<file path="config.mk">
export PLATFORM = sky130hd
export DESIGN_NAME = escaped_byte_frame_receiver_unit_flat
export DESIGN_NICKNAME = d
export VERILOG_FILES = /design/src/design/ebfr_pkg.sv /design/src/design/ebfr_in_if.sv /design/src/design/ebfr_out_if.sv /design/src/design/escaped_byte_frame_receiver_unit.sv /design/src/flat_wrapper.sv
export SDC_FILE = /design/constraint.sdc
export NUM_CORES = 1
export LEC_CHECK = 0
export BUFFER_PORTS_ARGS = -buffer_cell sky130_fd_sc_hd__buf_2
export CORE_UTILIZATION = 51
export DETAILED_ROUTE_END_ITERATION = 8
export PLACE_DENSITY_LB_ADDON = 0.15
export RECOVER_POWER = 50
export SYNTH_ARGS = -nofsm -noshare
export SYNTH_HDL_FRONTEND = slang
export SYNTH_SLANG_ARGS = --single-unit
</file>
<file path="constraint.sdc">
create_clock -name clk -period 1.9 [get_ports clk]
set_clock_uncertainty 0.15 [all_clocks]
set_input_delay 0.38 -clock clk [delete_from_list [all_inputs] [get_ports clk]]
set_output_delay 0.38 -clock clk [all_outputs]
set_load 0.02 [all_outputs]
</file>
<file path="src/design/ebfr_pkg.sv">
// Shared types and constants for the escaped byte frame receiver.
// Used by the channel interfaces and by the top level; depends on nothing.
package ebfr_pkg;

  localparam int BYTE_W      = 8;
  localparam int LEN_W       = 9;   // reported frame length, low bits of the count
  localparam int CFG_IDX_W   = 3;
  localparam int CFG_DATA_W  = 9;   // widest register is min_length
  localparam int MAX_LEN_DEF = 256;

  // Configuration register indexes
  typedef enum logic [CFG_IDX_W-1:0] {
    REG_START_BYTE  = 3'd0,
    REG_STOP_BYTE   = 3'd1,
    REG_ESCAPE_BYTE = 3'd2,
    REG_XOR_MASK    = 3'd3,
    REG_MIN_LENGTH  = 3'd4
  } ebfr_reg_t;

  // One result item
  typedef struct packed {
    logic              data_valid;
    logic [BYTE_W-1:0] data_byte;
    logic [BYTE_W-1:0] data_index;
    logic              frame_done;
    logic              frame_good;
    logic [LEN_W-1:0]  frame_length;
    logic              frame_overflow;
  } ebfr_result_t;

endpackage

</file>
<file path="src/design/ebfr_in_if.sv">
// Input request channel of the escaped byte frame receiver: one received byte.
// Depends on ebfr_pkg for the byte width.
interface ebfr_in_if;
  logic                       valid;
  logic                       ready;
  logic [ebfr_pkg::BYTE_W-1:0] rx_byte;

  modport source (output valid, output rx_byte, input ready);
  modport sink   (input valid, input rx_byte, output ready);
endinterface

</file>
<file path="src/design/ebfr_out_if.sv">
// Result request channel of the escaped byte frame receiver.
// Depends on ebfr_pkg for field widths.
interface ebfr_out_if;
  logic                        valid;
  logic                        ready;
  logic                        data_valid;
  logic [ebfr_pkg::BYTE_W-1:0] data_byte;
  logic [ebfr_pkg::BYTE_W-1:0] data_index;
  logic                        frame_done;
  logic                        frame_good;
  logic [ebfr_pkg::LEN_W-1:0]  frame_length;
  logic                        frame_overflow;

  modport source (output valid, output data_valid, output data_byte, output data_index,
                  output frame_done, output frame_good, output frame_length,
                  output frame_overflow, input ready);
  modport sink   (input valid, input data_valid, input data_byte, input data_index,
                  input frame_done, input frame_good, input frame_length,
                  input frame_overflow, output ready);
endinterface

</file>
<file path="src/design/escaped_byte_frame_receiver_unit.sv">
// Escaped byte frame receiver: byte-stuffing deframer with a result register.
// Depends on ebfr_pkg, ebfr_in_if and ebfr_out_if.
//
//   channel  direction  handshake      payload
//   in_rx    in         valid/ready    rx_byte
//   out_res  out        valid/ready    data_valid, data_byte, data_index, frame_done,
//                                      frame_good, frame_length, frame_overflow
//   cfg      in         cfg_we         cfg_index, cfg_wdata
//
// Every accepted byte yields exactly one result request, registered in the cycle after the accept.
// One byte per cycle while the result register is free or being drained: the frame state and
// the result register load on the accept, through three byte compares and the length counter.
// Input is taken while the result register is empty or being drained in that cycle.
// Synchronous active-low reset clears the frame state, config registers and the result valid.
module escaped_byte_frame_receiver_unit #(
  parameter int MAX_LEN = ebfr_pkg::MAX_LEN_DEF
) (
  input  logic                            clk,
  input  logic                            rst_n,
  ebfr_in_if.sink                         in_rx,
  ebfr_out_if.source                      out_res,
  input  logic                            cfg_we,
  input  logic [ebfr_pkg::CFG_IDX_W-1:0]  cfg_index,
  input  logic [ebfr_pkg::CFG_DATA_W-1:0] cfg_wdata
);
  import ebfr_pkg::*;

  localparam int CNT_W = $clog2(MAX_LEN + 1);
  localparam int CMP_W = (CNT_W > LEN_W) ? CNT_W : LEN_W;
  localparam logic [CNT_W-1:0] MAX_CNT = CNT_W'(MAX_LEN);

  // Configuration registers
  logic [BYTE_W-1:0] start_byte_r, stop_byte_r, escape_byte_r, xor_mask_r;
  logic [LEN_W-1:0]  min_length_r;

  // Frame state
  logic             in_frame_r, in_frame_nxt;
  logic             escape_pending_r, escape_pending_nxt;
  logic [CNT_W-1:0] byte_count_r, byte_count_nxt;
  logic             overflowed_r, overflowed_nxt;

  // Result register
  logic         out_valid_r;
  ebfr_result_t res_r, res_nxt;

  logic              accept;
  logic [BYTE_W-1:0] b;
  logic              is_start, is_stop, is_esc, is_data, room;

  // Write configuration registers; unknown indexes are dropped
  always_ff @(posedge clk) begin
    if (!rst_n) begin
      start_byte_r  <= '0;
      stop_byte_r   <= '0;
      escape_byte_r <= '0;
      xor_mask_r    <= '0;
      min_length_r  <= '0;
    end else if (cfg_we) begin
      case (cfg_index)
        REG_START_BYTE:  start_byte_r  <= cfg_wdata[BYTE_W-1:0];
        REG_STOP_BYTE:   stop_byte_r   <= cfg_wdata[BYTE_W-1:0];
        REG_ESCAPE_BYTE: escape_byte_r <= cfg_wdata[BYTE_W-1:0];
        REG_XOR_MASK:    xor_mask_r    <= cfg_wdata[BYTE_W-1:0];
        REG_MIN_LENGTH:  min_length_r  <= cfg_wdata[LEN_W-1:0];
        default: ;
      endcase
    end
  end

  // Take a request when the result register is free or draining
  assign in_rx.ready = !out_valid_r || out_res.ready;
  assign accept      = in_rx.valid && in_rx.ready;
  assign b           = in_rx.rx_byte;

  // Classify the byte; start beats stop, stop beats escape
  assign is_start = (b == start_byte_r);
  assign is_stop  = !is_start && (b == stop_byte_r);
  assign is_esc   = !is_start && !is_stop && (b == escape_byte_r);
  assign is_data  = !is_start && !is_stop && !is_esc && in_frame_r;
  assign room     = (byte_count_r < MAX_CNT);

  // Advance frame state and build the result
  always_comb begin
    in_frame_nxt       = in_frame_r;
    escape_pending_nxt = escape_pending_r;
    byte_count_nxt     = byte_count_r;
    overflowed_nxt     = overflowed_r;
    res_nxt            = '0;
    if (is_start) begin
      in_frame_nxt       = 1'b1;
      escape_pending_nxt = 1'b0;
      byte_count_nxt     = '0;
      overflowed_nxt     = 1'b0;
    end else if (is_stop) begin
      in_frame_nxt           = 1'b0;
      escape_pending_nxt     = 1'b0;
      res_nxt.frame_done     = 1'b1;
      res_nxt.frame_good     = (CMP_W'(byte_count_r) >= CMP_W'(min_length_r)) && !overflowed_r;
      res_nxt.frame_length   = LEN_W'(byte_count_r);
      res_nxt.frame_overflow = overflowed_r;
    end else if (is_esc) begin
      escape_pending_nxt = 1'b1;
    end else if (is_data) begin
      escape_pending_nxt = 1'b0;
      if (room) begin
        res_nxt.data_valid = 1'b1;
        res_nxt.data_byte  = escape_pending_r ? (b ^ xor_mask_r) : b;
        res_nxt.data_index = BYTE_W'(byte_count_r);
        byte_count_nxt     = byte_count_r + 1'b1;
      end else begin
        overflowed_nxt = 1'b1;
      end
    end
  end

  // Hold frame state; update on each accepted request
  always_ff @(posedge clk) begin
    if (!rst_n) begin
      in_frame_r       <= 1'b0;
      escape_pending_r <= 1'b0;
      byte_count_r     <= '0;
      overflowed_r     <= 1'b0;
    end else if (accept) begin
      in_frame_r       <= in_frame_nxt;
      escape_pending_r <= escape_pending_nxt;
      byte_count_r     <= byte_count_nxt;
      overflowed_r     <= overflowed_nxt;
    end
  end

  // Result register: load on accept, drop when taken
  always_ff @(posedge clk) begin
    if (!rst_n) begin
      out_valid_r <= 1'b0;
    end else if (accept) begin
      out_valid_r <= 1'b1;
    end else if (out_res.ready) begin
      out_valid_r <= 1'b0;
    end
  end

  always_ff @(posedge clk) begin
    if (accept) begin
      res_r <= res_nxt;
    end
  end

  assign out_res.valid          = out_valid_r;
  assign out_res.data_valid     = res_r.data_valid;
  assign out_res.data_byte      = res_r.data_byte;
  assign out_res.data_index     = res_r.data_index;
  assign out_res.frame_done     = res_r.frame_done;
  assign out_res.frame_good     = res_r.frame_good;
  assign out_res.frame_length   = res_r.frame_length;
  assign out_res.frame_overflow = res_r.frame_overflow;

  // A result carries either a payload byte or a frame report, never both
  a_one_kind: assert property (@(posedge clk) disable iff (!rst_n)
    out_valid_r |-> !(res_r.data_valid && res_r.frame_done))
    else $error("result carries both payload and frame report");

  // The length counter never passes capacity
  a_count_bound: assert property (@(posedge clk) disable iff (!rst_n)
    byte_count_r <= MAX_CNT)
    else $error("byte count beyond capacity");

  // Overflow is only flagged with the counter pinned at capacity
  a_ovf_full: assert property (@(posedge clk) disable iff (!rst_n)
    overflowed_r |-> (byte_count_r == MAX_CNT))
    else $error("overflow flagged below capacity");

  // A good frame report never comes with overflow
  a_good_ovf: assert property (@(posedge clk) disable iff (!rst_n)
    (out_valid_r && res_r.frame_good) |-> (res_r.frame_done && !res_r.frame_overflow))
    else $error("good frame reported with overflow or without stop");

endmodule
</file>
<file path="src/flat_wrapper.sv">
// flat-port wrapper written by rule: the top's interface ports become plain ports
module escaped_byte_frame_receiver_unit_flat import ebfr_pkg::*;
#(
  parameter int MAX_LEN = ebfr_pkg::MAX_LEN_DEF
)
  (clk, rst_n, cfg_we, cfg_index, cfg_wdata, in_rx_valid, in_rx_rx_byte, in_rx_ready, out_res_valid, out_res_data_valid, out_res_data_byte, out_res_data_index, out_res_frame_done, out_res_frame_good, out_res_frame_length, out_res_frame_overflow, out_res_ready);
  ebfr_in_if in_rx_i ();
  ebfr_out_if out_res_i ();
  input  logic clk;
  input  logic rst_n;
  input  logic cfg_we;
  input  logic [ebfr_pkg::CFG_IDX_W-1:0] cfg_index;
  input  logic [ebfr_pkg::CFG_DATA_W-1:0] cfg_wdata;
  input wire logic [$bits(in_rx_i.valid)-1:0] in_rx_valid;
  input wire logic [$bits(in_rx_i.rx_byte)-1:0] in_rx_rx_byte;
  output wire logic [$bits(in_rx_i.ready)-1:0] in_rx_ready;
  output wire logic [$bits(out_res_i.valid)-1:0] out_res_valid;
  output wire logic [$bits(out_res_i.data_valid)-1:0] out_res_data_valid;
  output wire logic [$bits(out_res_i.data_byte)-1:0] out_res_data_byte;
  output wire logic [$bits(out_res_i.data_index)-1:0] out_res_data_index;
  output wire logic [$bits(out_res_i.frame_done)-1:0] out_res_frame_done;
  output wire logic [$bits(out_res_i.frame_good)-1:0] out_res_frame_good;
  output wire logic [$bits(out_res_i.frame_length)-1:0] out_res_frame_length;
  output wire logic [$bits(out_res_i.frame_overflow)-1:0] out_res_frame_overflow;
  input wire logic [$bits(out_res_i.ready)-1:0] out_res_ready;
  assign in_rx_i.valid = in_rx_valid;
  assign in_rx_i.rx_byte = in_rx_rx_byte;
  assign in_rx_ready = in_rx_i.ready;
  assign out_res_valid = out_res_i.valid;
  assign out_res_data_valid = out_res_i.data_valid;
  assign out_res_data_byte = out_res_i.data_byte;
  assign out_res_data_index = out_res_i.data_index;
  assign out_res_frame_done = out_res_i.frame_done;
  assign out_res_frame_good = out_res_i.frame_good;
  assign out_res_frame_length = out_res_i.frame_length;
  assign out_res_frame_overflow = out_res_i.frame_overflow;
  assign out_res_i.ready = out_res_ready;
  escaped_byte_frame_receiver_unit #(.MAX_LEN(MAX_LEN)) u_core (.clk(clk), .rst_n(rst_n), .in_rx(in_rx_i), .out_res(out_res_i), .cfg_we(cfg_we), .cfg_index(cfg_index), .cfg_wdata(cfg_wdata));
endmodule
</file>
==> flow_summary.json <==
{
  "p_per_area_mw_per_mm2": 758,
  "fin_crit_ps": 1910,
  "yosysMostFrequentCell": "nand2_1",
  "avgSynthCellArea_um2": 9.22,
  "power_w": 0.00366,
  "p_leak_nw": 1.82,
  "p_seq_frac": 0.521,
  "synth-warning-count": 0,
  "hp-class": "primary input to flip-flop",
  "synthTopCellsByCount": "nand2_1 (102), dfxtp_1 (54), a21oi_1 (51)",
  "netlist_area_mm2": 0.00372,
  "tritoncts": "built",
  "switching_share": 0.238,
  "relSlewSlack": 0.688,
  "rsz0062_at_grt": "true",
  "start_util": 0.539,
  "path_delay_family": "simple AND/OR/NAND/NOR gates",
  "dieWidth_um": 87.4,
  "drive_gt1_frac": 0.287,
  "ys_ff_latch": 83,
  "synth_cells": 404,
  "crit_path_start_kind": "flip-flop",
  "yosysSeqAreaShare": 0.524,
  "drt_iter0_markers": 124,
  "cts_max_level": 3,
  "synth_compound_area_frac": 0.111,
  "clock_tree.root_cell": "clkbuf_8",
  "p_sw_w": 0.000870,
  "diodes": 0,
  "ios": 56,
  "hold_buffers": 0,
  "routedWlPerCell_um": 14.2,
  "ir_drop_v": 0.000459,
  "die-area_mm2": 0.00765,
  "fin_crit_sh": 1.01,
  "synthAdderAreaFrac": 0.0336,
  "cap_viol_max_count": 0,
  "p_int_w": 0.00279,
  "finalHoldViolations": 0,
  "async_flop_share": 0,
  "path_buf_inv": 2,
  "chipHeight_um": 87.4,
  "worstSetupPathType": "flip-flop to flip-flop",
  "crit_cells": 7,
  "nNetsFinal": 538,
  "crit_arrival_ps": 1880,
  "endpoint_kind": "flip-flop",
  "drv_slew": 0,
  "numCtsBuffers": 9,
  "antenna_found_initial": 0,
  "wirelength_mm": 8.56,
  "synth.distinct_cells": 44,
  "cts.clk_slew.worst_paths_ps": 80,
  "cp_slowest_cell": "or2_4",
  "fin_tns_setup_ps": -28.5,
  "cts.path.max_buffers": 2,
  "viasPerCell": 5.16,
  "tightest_slew_ps": 469,
  "grt_max_degree": 24,
  "num_rows": 30,
  "cts_sinks": 83,
  "violations": "setup timing",
  "yosys-top-cells-area": "dfxtp_1 (29%), edfxtp_1 (23%), nand2_1 (10%)",
  "hold_depth": 3,
  "max_freq_mhz": 523,
  "synth-edff-count": 29,
  "synthToLayoutAreaGrowth_pct": 29.9,
  "fin_ws_ps": -12.1,
  "io_buffer_count": 55,
  "grt_pass1_vias": 2817,
  "overflow": 0,
  "firstDrtPassIters": 4,
  "gp_congestion": 0.891,
  "p_clk_frac": 0.382,
  "critPathRequiredTime_ps": 1870,
  "crit_chain": "xnor2_1, nand4_1, or2_4, buf_4, nand3_2, inv_2, and2_1",
  "max_stage_delay_ps": 340,
  "fillCellCount": 566,
  "drcViolationCount": 0,
  "synth_mux_area_frac": 0,
  "setup_viol": 5,
  "yosys.area.top_type": "dfxtp_1",
  "grt_pass1_wl_mm": 13.3,
  "synth_xor_area_frac": 0.0753,
  "outcome": "finished, violations left",
  "vias": 3115,
  "combPwrFrac": 0.097,
  "synth_top_cell_area_share": 0.290,
  "synth_top_family_by_area": "simple AND/OR/NAND/NOR gates",
  "dp_worst_setup_slack_ps": -370,
  "place_hpwl_mm": 6.12,
  "ant_nets": 0,
  "postSynthNetCount": 439,
  "fp.coreArea_mm2": 0.00691,
  "insertion_delay_ps": 360,
  "synthFlopType": "dfxtp_1",
  "crit_fanout": 3,
  "reg2reg_depth": 7,
  "synth-simple-area-share": 0.220,
  "track_usage": 0.232
}
## metal layers
metal,GRT usage,vias up,wire length (um)
met2,0.388,97,4080
met1,0.296,1456,3800
met5,0,-,0
li1,-,1540,-
met3,0.0341,22,438
met4,0.107,0,237
## cells in the final DEF, fill, tap and decap left out, types with 7 or more instances in the layout
cell type	instances
ha_1	9
buf_2	29
xor2_2	9
nand2_1	101
xor2_1	15
a21oi_1	48
edfxtp_1	29
o21ai_1	7
and2_1	13
nor2_1	18
clkbuf_8	10
dfxtp_1	37
clkbuf_1	28
buf_4	42
dfxtp_2	17
inv_1	17
## cell type report
| type | instances | area [um2] | share of cell area |
|---|---|---|---|
| Clock buffer | 12 | 145 | 0.0300 |
| Clock inverter | 4 | 73.8 | 0.0153 |
| Inverter | 20 | 75.1 | 0.0155 |
| Multi-Input combinational cell | 287 | 1840 | 0.380 |
| Sequential cell | 83 | 1970 | 0.408 |
| Tap cell | 96 | 120 | 0.0248 |
| Timing Repair Buffer | 102 | 611 | 0.126 |
## kinds of logic after synthesis
family	after synthesis
flops	83
fa+ha+maj	10
compound gates	72
simple gates	173
buf+inv	34
xor+xnor	32
## metrics by stage
step	instance area, um2	hold slack [ps]	utilization	std cells
after global placement	4360	293	0.631	581
after CTS	4730	116	0.685	599
after floorplan	3720	286	-	404
after detailed placement	4360	298	0.631	581
final	4840	126	0.700	604
after global routing	4840	120	0.700	604
## power by group through the flow
| stage | clock, W | sequential [W] | combinational [W] |
|---|---|---|---|
| floorplan | 0 | 0.00198 | 0.000134 |
| global placement | 0 | 0.00194 | 0.000322 |
| detailed placement | 0 | 0.00195 | 0.000328 |
| CTS | 0.00141 | 0.00191 | 0.000353 |
| global route | 0.00147 | 0.00191 | 0.000385 |
| finish | 0.00140 | 0.00191 | 0.000356 |
## repair_timing
action,4_1_cts,5_1_grt
pin swaps,13,25
gates resized for setup,31,32
setup buffers,3,5
endpoints found under the hold margin,0,0
endpoints found under the setup margin,38,37
## worst register-to-register path: stages (launching register included)
cell     delay, ps
dfxtp_1        330
xnor2_1        180
nand4_1        230
or2_4          340
buf_4          150
nand3_2        100
inv_2           50
and2_1         150
## state kept, by name, indices dropped and copies added (netlist names)
signal / cells
u_core.byte_count_r: 9
u_core.escape_byte_r: 8
u_core.escape_pending_r: 1
u_core.in_frame_r: 1
u_core.min_length_r: 9
u_core.out_res.data_byte: 8
u_core.out_res.data_index: 8
u_core.out_res.data_valid: 1
u_core.out_res.frame_done: 1
u_core.out_res.frame_good: 1
u_core.out_res.frame_length: 9
u_core.out_res.frame_overflow: 1
u_core.out_res.valid: 1
u_core.overflowed_r: 1
u_core.start_byte_r: 8
u_core.stop_byte_r: 8
u_core.xor_mask_r: 8
## worst paths after layout
path	slack, ps	from	to
max	-10	u_core.start_byte_r[3]	u_core.out_res.data_index[6]
min	130	cfg_wdata[8]	u_core.min_length_r[8]
max reg2reg	-10	u_core.start_byte_r[3]	u_core.out_res.data_index[6]
min reg2reg	310	u_core.xor_mask_r[3]	u_core.xor_mask_r[3]
No activity file was read; power rests on OpenSTA's default activity.
